$ cat src/rtl/pulse_duration_capture_assert.svh
// Assertion macros for the pulse duration capture block.
// Expect clk and arst_n in the scope of each use.
`ifndef PULSE_DURATION_CAPTURE_ASSERT_SVH
`define PULSE_DURATION_CAPTURE_ASSERT_SVH

// same-cycle implication
`define PDC_ASSERT_NOW(lbl, ante, cons, msg) \
	lbl: assert property (@(posedge clk) disable iff (!arst_n) (ante) |-> (cons)) \
		else $error(msg);

// next-cycle implication
`define PDC_ASSERT_NEXT(lbl, ante, cons, msg) \
	lbl: assert property (@(posedge clk) disable iff (!arst_n) (ante) |=> (cons)) \
		else $error(msg);

`endif

$ cat src/rtl/pdc_pkg.sv
// Shared types, codes and the half-period count step for pulse duration capture.
// No dependencies.
package pdc_pkg;

	localparam int unsigned DUR_W = 7;
	localparam logic [DUR_W-1:0] DUR_MASK = 7'h7F;

	typedef enum logic [1:0] {
		PH_IDLE = 2'd0,
		PH_WAIT = 2'd1,
		PH_HOLD = 2'd2
	} phase_t;

	typedef enum logic [1:0] {
		REG_DIVISOR       = 2'd0,
		REG_TIMEOUT_LIMIT = 2'd1,
		REG_START_LEVEL   = 2'd2,
		REG_CAPTURE_COUNT = 2'd3
	} reg_index_t;

	localparam logic [1:0] ST_OK           = 2'd0;
	localparam logic [1:0] ST_WAIT_TIMEOUT = 2'd1;
	localparam logic [1:0] ST_HOLD_TIMEOUT = 2'd2;

	typedef struct packed {
		logic [7:0]  divisor;
		logic [15:0] timeout_limit;
		logic        start_level;
		logic [7:0]  capture_count;
	} cfg_t;

	typedef struct packed {
		logic [15:0]      sample;
		logic [7:0]       prescale;
		logic [DUR_W-1:0] scaled;
	} cnt_t;

	typedef struct packed {
		logic             ok;
		cnt_t             cnt;
	} step_t;

	typedef struct packed {
		logic [DUR_W-1:0] duration;
		logic [1:0]       status;
		logic [7:0]       captured;
		logic             last;
	} res_t;

	// count one sample of the running half-period; ok low on timeout
	function automatic step_t hold_step(cnt_t c, logic [7:0] divisor, logic [15:0] limit);
		step_t      r;
		logic [7:0] d;
		logic [7:0] p1;
		r.ok  = 1'b1;
		r.cnt = c;
		d     = (divisor == 8'd0) ? 8'd1 : divisor;
		p1    = c.prescale + 8'd1;
		if (c.sample > limit) begin
			r.ok = 1'b0;
		end else begin
			r.cnt.sample = c.sample + 16'd1;
			if (r.cnt.sample == 16'd0) begin
				r.cnt.prescale = 8'd0;
				r.cnt.scaled   = '0;
			end else if (p1 >= d) begin
				r.cnt.prescale = 8'd0;
				r.cnt.scaled   = (c.scaled + 7'd1) & DUR_MASK;
			end else begin
				r.cnt.prescale = p1;
			end
		end
		return r;
	endfunction

endpackage

$ cat src/rtl/pdc_core.sv
// Run sequencer and half-period counters of the pulse duration capture block.
// Depends on pdc_pkg.
module pdc_core import pdc_pkg::*; (
	input  logic clk,
	input  logic arst_n,
	input  logic step,
	input  logic start_req,
	input  logic level,
	input  cfg_t cfg,
	output logic res_valid,
	output res_t res,
	output logic idle
);

	phase_t     phase_q, phase_d;
	cnt_t       cnt_q, cnt_d;
	logic       held_q, held_d;
	logic [7:0] pulses_q, pulses_d;
	step_t      hs_run, hs_first;
	logic [7:0] pulses_inc;

	always_ff @(posedge clk or negedge arst_n) begin
		if (!arst_n) begin
			phase_q  <= PH_IDLE;
			cnt_q    <= '0;
			held_q   <= 1'b0;
			pulses_q <= 8'd0;
		end else if (step) begin
			phase_q  <= phase_d;
			cnt_q    <= cnt_d;
			held_q   <= held_d;
			pulses_q <= pulses_d;
		end
	end

	always_comb begin
		hs_run     = hold_step(cnt_q, cfg.divisor, cfg.timeout_limit);
		hs_first   = hold_step('0, cfg.divisor, cfg.timeout_limit);
		pulses_inc = pulses_q + 8'd1;
		phase_d    = phase_q;
		cnt_d      = cnt_q;
		held_d     = held_q;
		pulses_d   = pulses_q;
		res_valid  = 1'b0;
		res        = '0;
		case (phase_q)
			PH_WAIT: begin
				if (level != held_q) begin
					if (cnt_q.sample > cfg.timeout_limit) begin
						phase_d      = PH_IDLE;
						res_valid    = 1'b1;
						res.status   = ST_WAIT_TIMEOUT;
						res.captured = pulses_q;
						res.last     = 1'b1;
					end else begin
						cnt_d.sample = cnt_q.sample + 16'd1;
					end
				end else if (cfg.capture_count == 8'd0) begin
					phase_d   = PH_IDLE;
					cnt_d     = '0;
					res_valid = 1'b1;
					res.last  = 1'b1;
				end else begin
					phase_d = PH_HOLD;
					cnt_d   = hs_first.cnt;
				end
			end
			PH_HOLD: begin
				if (level == held_q) begin
					if (!hs_run.ok) begin
						phase_d      = PH_IDLE;
						res_valid    = 1'b1;
						res.status   = ST_HOLD_TIMEOUT;
						res.captured = pulses_q;
						res.last     = 1'b1;
					end else begin
						cnt_d = hs_run.cnt;
					end
				end else begin
					pulses_d     = pulses_inc;
					res_valid    = 1'b1;
					res.duration = cnt_q.scaled;
					res.status   = ST_OK;
					res.captured = pulses_inc;
					res.last     = (pulses_inc >= cfg.capture_count);
					if (res.last) begin
						phase_d = PH_IDLE;
					end else begin
						held_d = ~held_q;
						cnt_d  = hs_first.cnt;
					end
				end
			end
			default: begin
				phase_d = PH_IDLE;
				if (start_req) begin
					phase_d  = PH_WAIT;
					cnt_d    = '0;
					pulses_d = 8'd0;
					held_d   = cfg.start_level;
				end
			end
		endcase
	end

	assign idle = (phase_q != PH_WAIT) && (phase_q != PH_HOLD);

endmodule

$ cat src/rtl/pulse_duration_capture.sv
// Top level of the pulse duration capture block: config registers, core, output register.
// Depends on pdc_pkg, pdc_core and pulse_duration_capture_assert.svh.
//
//  channel  direction  handshake          payload
//  s_*      in         s_tvalid/s_tready  s_tdata: start_req, level
//  m_*      out        m_tvalid/m_tready  m_tdata: duration, status, captured; m_tlast: last
//  cfg_*    in         cfg_we             cfg_index, cfg_wdata
//
// One item per cycle; a result appears in the output register in the cycle after its item.
// Throughput is set by the single output register: s_tready drops only while it holds
// a result that m_tready does not take. Reset loads the register defaults and idles the run.
module pulse_duration_capture import pdc_pkg::*; (
	input  logic        clk,
	input  logic        arst_n,
	input  logic        s_tvalid,
	output logic        s_tready,
	input  logic [7:0]  s_tdata,   // [0] start_req, [1] level, [7:2] zero
	output logic        m_tvalid,
	input  logic        m_tready,
	output logic [23:0] m_tdata,   // [6:0] duration, [8:7] status, [16:9] captured, [23:17] zero
	output logic        m_tlast,
	input  logic        cfg_we,
	input  logic [1:0]  cfg_index,
	input  logic [15:0] cfg_wdata
);

	cfg_t  cfg_q;
	logic  out_valid_q;
	res_t  out_q;
	logic  step;
	logic  res_valid;
	res_t  res;
	logic  idle;

	always_ff @(posedge clk or negedge arst_n) begin
		if (!arst_n) begin
			cfg_q.divisor       <= 8'd1;
			cfg_q.timeout_limit <= 16'hFFFF;
			cfg_q.start_level   <= 1'b0;
			cfg_q.capture_count <= 8'd0;
		end else if (cfg_we) begin
			case (reg_index_t'(cfg_index))
				REG_DIVISOR:       cfg_q.divisor       <= cfg_wdata[7:0];
				REG_TIMEOUT_LIMIT: cfg_q.timeout_limit <= cfg_wdata;
				REG_START_LEVEL:   cfg_q.start_level   <= cfg_wdata[0];
				REG_CAPTURE_COUNT: cfg_q.capture_count <= cfg_wdata[7:0];
				default: ;
			endcase
		end
	end

	assign s_tready = !out_valid_q || m_tready;
	assign step     = s_tvalid && s_tready;

	pdc_core u_core (
		.clk       (clk),
		.arst_n    (arst_n),
		.step      (step),
		.start_req (s_tdata[0]),
		.level     (s_tdata[1]),
		.cfg       (cfg_q),
		.res_valid (res_valid),
		.res       (res),
		.idle      (idle)
	);

	always_ff @(posedge clk or negedge arst_n) begin
		if (!arst_n) begin
			out_valid_q <= 1'b0;
		end else if (step && res_valid) begin
			out_valid_q <= 1'b1;
		end else if (m_tready) begin
			out_valid_q <= 1'b0;
		end
	end

	always_ff @(posedge clk) begin
		if (step && res_valid) begin
			out_q <= res;
		end
	end

	assign m_tvalid = out_valid_q;
	assign m_tdata  = {7'd0, out_q.captured, out_q.status, out_q.duration};
	assign m_tlast  = out_q.last;

	`include "pulse_duration_capture_assert.svh"

	`PDC_ASSERT_NOW(a_error_is_last, m_tvalid && (out_q.status != ST_OK), m_tlast, "error result without last")
	`PDC_ASSERT_NEXT(a_last_ends_run, step && res_valid && res.last, idle, "run still busy after last result")
	`PDC_ASSERT_NOW(a_idle_no_result, idle && step && !(res_valid == 1'b0), 1'b0, "result from idle core")

endmodule

$ cat config.mk
export PLATFORM = sky130hd
export DESIGN_NAME = pulse_duration_capture
export DESIGN_NICKNAME = d
export VERILOG_FILES = /design/src/rtl/pdc_pkg.sv /design/src/rtl/pdc_core.sv /design/src/rtl/pulse_duration_capture.sv
export VERILOG_INCLUDE_DIRS = /design/src /design/src/rtl
export SDC_FILE = /design/constraint.sdc
export NUM_CORES = 1
export LEC_CHECK = 0
export ABC_AREA = 0
export BUFFER_PORTS_ARGS = -buffer_cell sky130_fd_sc_hd__clkbuf_2
export CORE_ASPECT_RATIO = 0.7
export CORE_UTILIZATION = 55
export DETAILED_ROUTE_END_ITERATION = 10
export PLACE_DENSITY = 0.82
export SLEW_MARGIN = 20
export SYNTH_ARGS = -nofsm -noshare
export SYNTH_HDL_FRONTEND = slang
export SYNTH_SLANG_ARGS = --single-unit
$ cat constraint.sdc
create_clock -name clk -period 5.4 [get_ports clk]
set_clock_uncertainty 0.15 [all_clocks]
set_input_delay 0.27 -clock clk [delete_from_list [all_inputs] [get_ports clk]]
set_output_delay 0.27 -clock clk [all_outputs]
set_load 0.02 [all_outputs]
==> flow_summary.toml <==
[run_status]
status = "complete, no violations"

[synth]
synth-edff-count = 18
avgSynthCellArea_um2 = 9.763
ys_seq_area_frac = 0.4435
synth_cells = 569
netlist_area_um2 = 5555
synth_seq_cells = 94
yosys-top-cells-area = "dfrtp_1 27%, edfxtp_1 9.7%, ha_1 8.6%"
synth.distinct_cells = 62
ys_warn_count = 0
synthFlopType = "dfrtp_1"
synth_top_area_share = 0.2658
async_flop_share = 0.8085
synth_top_cell_by_area = "dfrtp_1"

[cts]
htreeDepth = 3
clkLatencyLatePin_ps = 340
cts_root_buf = "clkbuf_16"
hold_buffers = 1
cts_tree = "yes"
clk_pin_slew_ps = 70
clock_sinks = 94
ctsLongestPathBuffers = 2
post_cts_resized = 0
postCtsSetupBuffers = 0
cts_buffers = 9

[power]
power.internal_mw = 1.324
peakVddDrop_mv = 0.2103
clockPowerShare = 0.368
netSwitchingPower_uw = 508.0
power_density_nw_per_um2 = 296.4
p_total_mw = 1.832
seqPwrFrac = 0.457
swShare = 0.2772
p_leak_nw = 2.791
p_comb_frac = 0.175

[layout]
layout-drive-gt1-share = 0.1964
diodes = 0
syn_to_final_growth_pct = 11.28
fin_nets = 680
fin_cells = 744
final_util = 0.6335
final_area_um2 = 6182

[routing]
vias = 4584
drc_errors = 0
drt-pass1-iter-count = 5
wl_per_cell_um = 16.98
drt-total-wl_um = 12630
vias_per_cell = 6.161
drtIter0Drc = 448
wl_met1_um = 5773
detail-route-antenna-nets = 0
wl_met3_um = 751
highest_layer = "met4"
met2_length_um = 5955

[global_route]
antenna_found_initial = 0
grt_pass1_vias = 4442
grt_max_degree = 77
grt_pass1_wl_um = 21490
globalRoute.totalOverflow = 0
grt_usage = 0.2603

[timing]
tns_ps = 0
whs_ps = 12.34
fin_ws_ps = 1151
setup_viol = 0
finalHoldViolations = 0
drv_slew = 0
fin_crit_sh = 0.7869
slew_headroom = 0.3572
rsz0062_at_grt = "false"
tightestPinTransition_ps = 964.2
min_period_ps = 4249
max_freq_ghz = 0.2353

[placed_design]
place_inst = 727
dp_slack_ps = 1292
gp_congestion = 0.8816
port_buffers = 44
dp_hpwl_um = 9219
dpl_cell_area_um2 = 5857

[die]
dieWidth_um = 122.1
die_y_um = 86.09
start_util = 0.5692
core_um2 = 9759
dieArea_um2 = 10510
ios = 58
fp-row-count = 30

[hold_path]
whs_endpoint = "cfg_q[21]"
min_path_type = "primary input to register"
hp-start = "cfg_wdata[12]"
min_path_cells = 2

[worst_setup_path]
rrSetupSlack_ps = 1150
endpoint_kind = "register"
cpPeakStageDelay_ps = 490
crit_top_cell = "ha_1"
worst-path-max-fanout = 11
worstSetupPathType = "register to register"
path_cells = "ha_1 > nand3_1 > nor2_1 > xor2_1 > ha_1 > o21a_1 > a21oi_1 > o211ai_1 > a211oi_1 > o21ai_1 > o21bai_1 > or3_4 > o22ai_1"
rr_worst_depth = 13
crit-reg2reg-launch = "u_core.pulses_q[0]"
cp.arrival_ps = 4360
cp-start-kind = "register"
critical_path.slowest_cell = "dfrtp_1"
required_ps = 5510
reg2reg_to = "u_core.cnt_q[2]"

[job]
drv_cap = 0
-- critical path: cells and delay by family, from the launching register on --
kind | cells | cell delay [ps]
AND/OR/NAND/NOR | 3 | 750
adder cells (fa/ha/maj) | 2 | 590
XOR/XNOR | 1 | 290
flip-flops | 1 | 490
AO/OA/AOI/OAI | 7 | 1890
-- how the worst max path moves through the flow --
stage,startpoint,to,slack [ps],cells past startpoint
after floorplan,u_core.pulses_q[0],u_core.cnt_q[2],2160,13
after global placement,u_core.pulses_q[0],u_core.cnt_q[2],1520,13
after detailed placement,u_core.pulses_q[0],u_core.cnt_q[2],1290,13
after CTS,u_core.pulses_q[0],u_core.cnt_q[2],1230,13
after global routing,u_core.pulses_q[0],u_core.cnt_q[2],910,13
final,u_core.pulses_q[0],u_core.cnt_q[2],1150,13
-- placed cells by master (no fill, tap or decap), types with 6 or more instances in the layout --
| master | n |
|---|---|
| edfxtp_1 | 18 |
| conb_1 | 7 |
| a31oi_1 | 6 |
| nor2_1 | 42 |
| nand2_1 | 51 |
| nand4_1 | 11 |
| inv_1 | 45 |
| clkbuf_2 | 43 |
| a22o_1 | 9 |
| clkbuf_16 | 9 |
| dfstp_2 | 17 |
| ha_1 | 38 |
| dfrtp_1 | 59 |
| xnor2_1 | 7 |
| nand3_1 | 17 |
| a21oi_1 | 24 |
| o31ai_1 | 16 |
| o21ai_0 | 39 |
| and3_1 | 13 |
| nor3_1 | 7 |
| mux2_2 | 26 |
| nand2b_1 | 6 |
| xor2_1 | 7 |
| a22oi_1 | 6 |
-- flip-flops by register name, indices dropped and copies added, names as in the netlist --
signal / count
cfg_q: 33
m_tdata: 17
m_tlast: 1
m_tvalid: 1
u_core.cnt_q: 31
u_core.held_q: 1
u_core.phase_q: 2
u_core.pulses_q: 8
-- layer usage --
metal,up-vias,track usage
met5,-,0
met4,0,0.07095
met3,16,0.05053
met2,170,0.4129
met1,2248,0.3648
li1,2150,-
-- synth_stat cells (all sizes together) (12+ instances only) --
master	instances
dfrtp	59
nand2	51
inv	45
nor2	43
o21ai	42
ha	38
mux2	26
a21oi	24
edfxtp	18
dfstp	17
nand3	17
o31ai	17
and3	14
clkbuf	12
-- logic make-up after synthesis --
| family | count (synthesis) | synth area share |
|---|---|---|
| AND/OR/NAND/NOR | 182 | 0.1651 |
| AO/OA/AOI/OAI | 145 | 0.1743 |
| flip-flops | 94 | 0.4435 |
| buffers and inverters | 68 | 0.05315 |
| adder cells (fa/ha/maj) | 38 | 0.08559 |
| multiplexers | 26 | 0.05270 |
| XOR/XNOR | 15 | 0.02500 |
| other | 1 | 0.0006750 |
-- cell type report --
cell class,instances,area (µm²)
clock buffer,10,229.0
clock inverter,6,86.33
fill,792,3577
inverter,45,168.9
multi-input combinational,413,2819
sequential,94,2464
tap,128,160.2
timing repair buffer,48,255.2
-- power groups by stage --
stage	Combinational (mW)	Clock (mW)	Sequential, mW
4_1_cts	0.317	0.683	0.838
3_3_place_gp	0.290	0	0.848
2_1_floorplan	0.225	0	0.836
6_report	0.320	0.674	0.838
3_5_place_dp	0.312	0	0.852
5_1_grt	0.359	0.713	0.846
No activity file was read; power rests on OpenSTA's default activity.
